## config.mk

```make
export PLATFORM = sky130hd
export DESIGN_NAME = deq_cell
export DESIGN_NICKNAME = d
export VERILOG_FILES = /design/src/rtl/core/deq_pkg.sv /design/src/rtl/core/deq_cell.sv
export SDC_FILE = /design/constraint.sdc
export NUM_CORES = 1
export LEC_CHECK = 0
export BUFFER_PORTS_ARGS = -buffer_cell sky130_fd_sc_hd__buf_4
export CORE_MARGIN = 3
export CORE_UTILIZATION = 38
export DETAILED_ROUTE_END_ITERATION = 10
export PLACE_DENSITY = 0.81
export SETUP_SLACK_MARGIN = 0.2
export SYNTH_ARGS = -nofsm -noshare
export SYNTH_HDL_FRONTEND = slang
export SYNTH_SLANG_ARGS = --single-unit
```

## constraint.sdc

```tcl
create_clock -name clk -period 2.95 [get_ports clk]
set_clock_uncertainty 0.1 [all_clocks]
set_input_delay 0.295 -clock clk [delete_from_list [all_inputs] [get_ports clk]]
set_output_delay 0.295 -clock clk [all_outputs]
set_load 0.01 [all_outputs]
```

## src/rtl/core/deq_pkg.sv

```systemverilog
`timescale 1ns / 1ps
// ----------------------------------------------------------------------------
// deq_pkg
// Shared types and constants for the double-ended queue with positional edit.
// ----------------------------------------------------------------------------
package deq_pkg;

  localparam int DEFAULT_DEPTH      = 64;
  localparam int DEFAULT_DATA_WIDTH = 32;

  localparam int KIND_W   = 4;
  localparam int POS_W    = 6;
  localparam int VALUE_W  = 32;
  localparam int STATUS_W = 2;
  localparam int FILL_W   = 7;

  typedef enum logic [KIND_W-1:0] {
    KIND_PUSH_BACK  = 4'd0,
    KIND_PUSH_FRONT = 4'd1,
    KIND_POP_BACK   = 4'd2,
    KIND_POP_FRONT  = 4'd3,
    KIND_PEEK_FRONT = 4'd4,
    KIND_PEEK_BACK  = 4'd5,
    KIND_READ       = 4'd6,
    KIND_WRITE      = 4'd7,
    KIND_INSERT     = 4'd8,
    KIND_ERASE      = 4'd9,
    KIND_CLEAR      = 4'd10
  } kind_t;

  typedef enum logic [STATUS_W-1:0] {
    ST_OK    = 2'd0,
    ST_EMPTY = 2'd1,
    ST_FULL  = 2'd2,
    ST_RANGE = 2'd3
  } status_t;

  // per-cycle command broadcast to every cell
  typedef enum logic [1:0] {
    CM_HOLD,
    CM_OPEN,   // cell at index loads word, cells above take from below
    CM_CLOSE,  // cells at or above index take from above
    CM_WRITE   // cell at index loads word
  } cell_mode_t;

  typedef struct packed {
    cell_mode_t mode;
  } cell_ctl_t;

endpackage

```

## src/rtl/core/deq_cell.sv

```systemverilog
`timescale 1ns / 1ps
// ----------------------------------------------------------------------------
// deq_cell
// One storage cell of the queue row; loads, holds or shifts from a neighbor.
// ----------------------------------------------------------------------------
module deq_cell
  import deq_pkg::*;
#(
  parameter int DW  = DEFAULT_DATA_WIDTH,
  parameter int IW  = 6,
  parameter int IDX = 0
) (
  input  logic          clk,
  input  cell_ctl_t     ctl,
  input  logic [IW-1:0] at,
  input  logic [DW-1:0] word,
  input  logic [DW-1:0] lo_q,
  input  logic [DW-1:0] hi_q,
  output logic [DW-1:0] q
);

  localparam logic [IW-1:0] MyIdx = IW'(IDX);

  logic [DW-1:0] q_r;
  logic [DW-1:0] q_nxt;

  always_comb begin
    q_nxt = q_r;
    unique case (ctl.mode)
      CM_OPEN: begin
        if (MyIdx == at) q_nxt = word;
        else if (MyIdx > at) q_nxt = lo_q;
      end
      CM_CLOSE: begin
        if (MyIdx >= at) q_nxt = hi_q;
      end
      CM_WRITE: begin
        if (MyIdx == at) q_nxt = word;
      end
      default: q_nxt = q_r;
    endcase
  end

  always_ff @(posedge clk) begin
    q_r <= q_nxt;
  end

  assign q = q_r;

endmodule

```

==> summary.md <==
| Metric | Value |
|---|---|
| Nets | `422` |
| Met1 WL | `between 2 and 2.5 mm` |
| Simple-gate share of the synthesized area | `under 10%` |
| Antenna violations before repair | `0` |
| Leading area contributor after synthesis | `edfxtp_1` |
| Leak | `around 1.4 nW` |
| Fmax | `between 500 and 600 MHz` |
| Post-CTS Setup Repair Bufs | `0` |
| Layout cells sized above 1 | `between 40% and 50%` |
| Routed Antenna Nets | `0` |
| Worst-path clk slew | `60 ps` |
| Synth async-reset ratio | `0%` |
| WP data required | `roughly 2800 ps` |
| Unrepaired setup endpoints after global routing | `false` |
| Top-count cell post-synth | `edfxtp_1` |
| Synthesis Warnings | `0` |
| Status | `finished clean` |
| Mapped Avg Cell Area | `10.71 um^2` |
| Hold Path Depth | `3` |
| Starting density of the core | `39.77%` |
| Max reg flops | `32` |
| Min-delay src | `lo_q[28]` |
| Final setup margin | `about 1200 ps` |
| Final hold violation count | `0` |
| Row cnt | `26` |
| Detailed-route via count | `between 2000 and 2500` |
| CTS Buf Count | `5` |
| GRT Total Usage | `between 15 and 20%` |
| Area Growth Syn to Fin | `56.14%` |
| Dpl hpwl | `about 4.8 mm` |
| Vias in the first global route | `around 2100` |
| Pwr Density | `~370 nW/um^2` |
| Flops & latches, synth | `32` |
| First-pass GRT wire length | `around 9.8 mm` |
| Syn Nets | `slightly below 300` |
| Clk buf depth | `2` |
| DRT Pass-1 Iters | `4` |
| Max-cap viol count | `0` |
| Synth area leaders | `edfxtp_1, mux2i_1, a22oi_1, a31oi_1, o21ai_1` |
| DRC violations left | `0` |
| Top Layer Used | `met4` |
| Multiplexer share of the synthesized area | `around 15%` |
| Post-synth cell types | `19` |
| DIE HEIGHT | `79.58 um` |
| Post-cts hold buffer count | `0` |
| WHS Endpoint | `q[28]$_DFFE_PP_` |
| Worst Setup Path Type | `input port to register` |
| Maximum net fanout on the critical path | `33` |
| Adder-Cell Fraction of Synth Area | `0%` |
| Area of the die | `between 6000 and 7000 um^2` |
| GRT overflow | `0` |
| Max VDD drop | `0.0001802 V` |
| Worst-Margin Slew | `about 700 ps` |
| Routed wl met2 | `3.408 mm` |
| Initial DRC count | `158` |
| Worst hold path class | `input port to register` |
| CP arrival | `roughly 1600 ps` |
| Placement Setup Slack | `about 870 ps` |
| Post-synth EDFFs | `32` |
| Synth Area in XOR/XNOR | `0%` |
| Wire length per cell | `approximately 17 um` |
| Final period util | `60.21%` |
| Setup crit end kind | `register` |
| Synth top cells by count | `edfxtp_1, a22oi_1, a31oi_1, mux2i_1, o21ai_1` |
| Routability cong. | `0.7288` |
| Number of H-tree levels | `2` |
| Final TNS setup | `0 ps` |
| Complex-gate fraction of the synthesized area | `between 20% and 30%` |
| CTS tree | `built` |
| Crit path time final | `between 1500 and 2000 ps` |
| Via/cell ratio | `5.642` |
| N_diodes | `0` |
| I/O Buffers | `around 140` |
| Crit start category | `input port` |
| Share of the synthesized area in the top cell type | `a little under half` |
| Post-CTS Resized | `0` |
| Largest net degree at the start of global routing | `69` |
| Gate count after technology mapping | `around 190` |
| Seq/Total Area, Yosys | `46.72%` |
| Largest family of logic cells by synthesized area | `compound AO/OA/AOI/OAI gates` |
| Die width | `slightly below 80 um` |
| CTS sink count | `32` |
| Slew Limit Fails | `0` |
| Root Buffer Master | `clkbuf_8` |
| Post-synth top flop | `edfxtp_1` |
| WL met3 | `about 600 um` |
| CORE AREA | `~5200 um^2` |
| Mapped Area | `between 2000 and 2500 um^2` |
| Final wirelength | `roughly 6.5 mm` |
| Number of I/O pins | `around 140` |
| Endpoints failing setup | `0` |
| Slew HR | `between 50% and 60%` |
-- logic make-up (layout without fill, tap and decap cells) --
group | Yosys count | in the layout
AOI/OAI and AO/OA | 94 | 94
and+or+nand+nor | 11 | 11
buffers and inverters | 24 | 150
muxes | 31 | 31
DFF | 32 | 32
-- where the power goes --
group          total [W]  switching, W  leakage, nW  internal, W
clock           0.000402      0.000156       0.0532     0.000246
combinational   0.000263      0.000114         1.04     0.000149
sequential      0.000512    0.00000118        0.297     0.000510
total            0.00118      0.000271         1.40     0.000905
-- per-stage QoR --
stage | instance area [um^2] | hold WS (ps) | std cells | power, W | util (%)
global route | 3212 | 290.1 | 388 | 0.001228 | 62.09
floorplan | 2063 | 479.3 | 192 | 0.0006437 | -
CTS | 3212 | 285.2 | 388 | 0.001186 | 62.09
global placement | 3105 | 566.6 | 380 | 0.0007751 | 60.04
detailed placement | 3105 | 581.8 | 380 | 0.0007832 | 60.04
finish | 3212 | 293.9 | 388 | 0.001176 | 62.09
-- per-layer routing --
layer	global-route usage, %	vias to the layer above
met5	0	-
met4	7.045	0
met3	4.853	8
met2	34.47	117
met1	23.54	1023
li1	-	1041
-- how the worst max path moves through the flow --
stage / from / to / slack, ps / cells after the start
detailed placement: at[2] / q[5]$_DFFE_PP_ / 870 / 4
finish: at[2] / q[1]$_DFFE_PP_ / 1170 / 4
global placement: at[2] / q[6]$_DFFE_PP_ / 890 / 4
global route: at[2] / q[24]$_DFFE_PP_ / 1110 / 4
floorplan: at[5] / q[0]$_DFFE_PP_ / 500 / 4
CTS: at[2] / q[2]$_DFFE_PP_ / 1170 / 4
-- layout make-up --
type,count,area (um^2)
tap,70,87.58
sequential,32,960.9
clock buffer,5,68.82
multi-input combinational,136,991.0
timing repair buffer,142,1066
fill,458,1961
clock inverter,3,37.54
-- worst max-delay path, stage by stage --
cell and delay (ps):
buf_4 110, or2_2 550, nor3_4 230, buf_4 390
-- cells in the final DEF, fill, tap and decap left out, drive strengths merged, types with 2 or more instances in the layout --
master and instances:
o21ai 31, clkinv 2, a22oi 31, mux2i 31, edfxtp 32, clkbuf 5
a31oi 31, nor3 2, buf 142, nor2 2, nor4 3
Note: power is estimated with default switching activity, not from simulation.
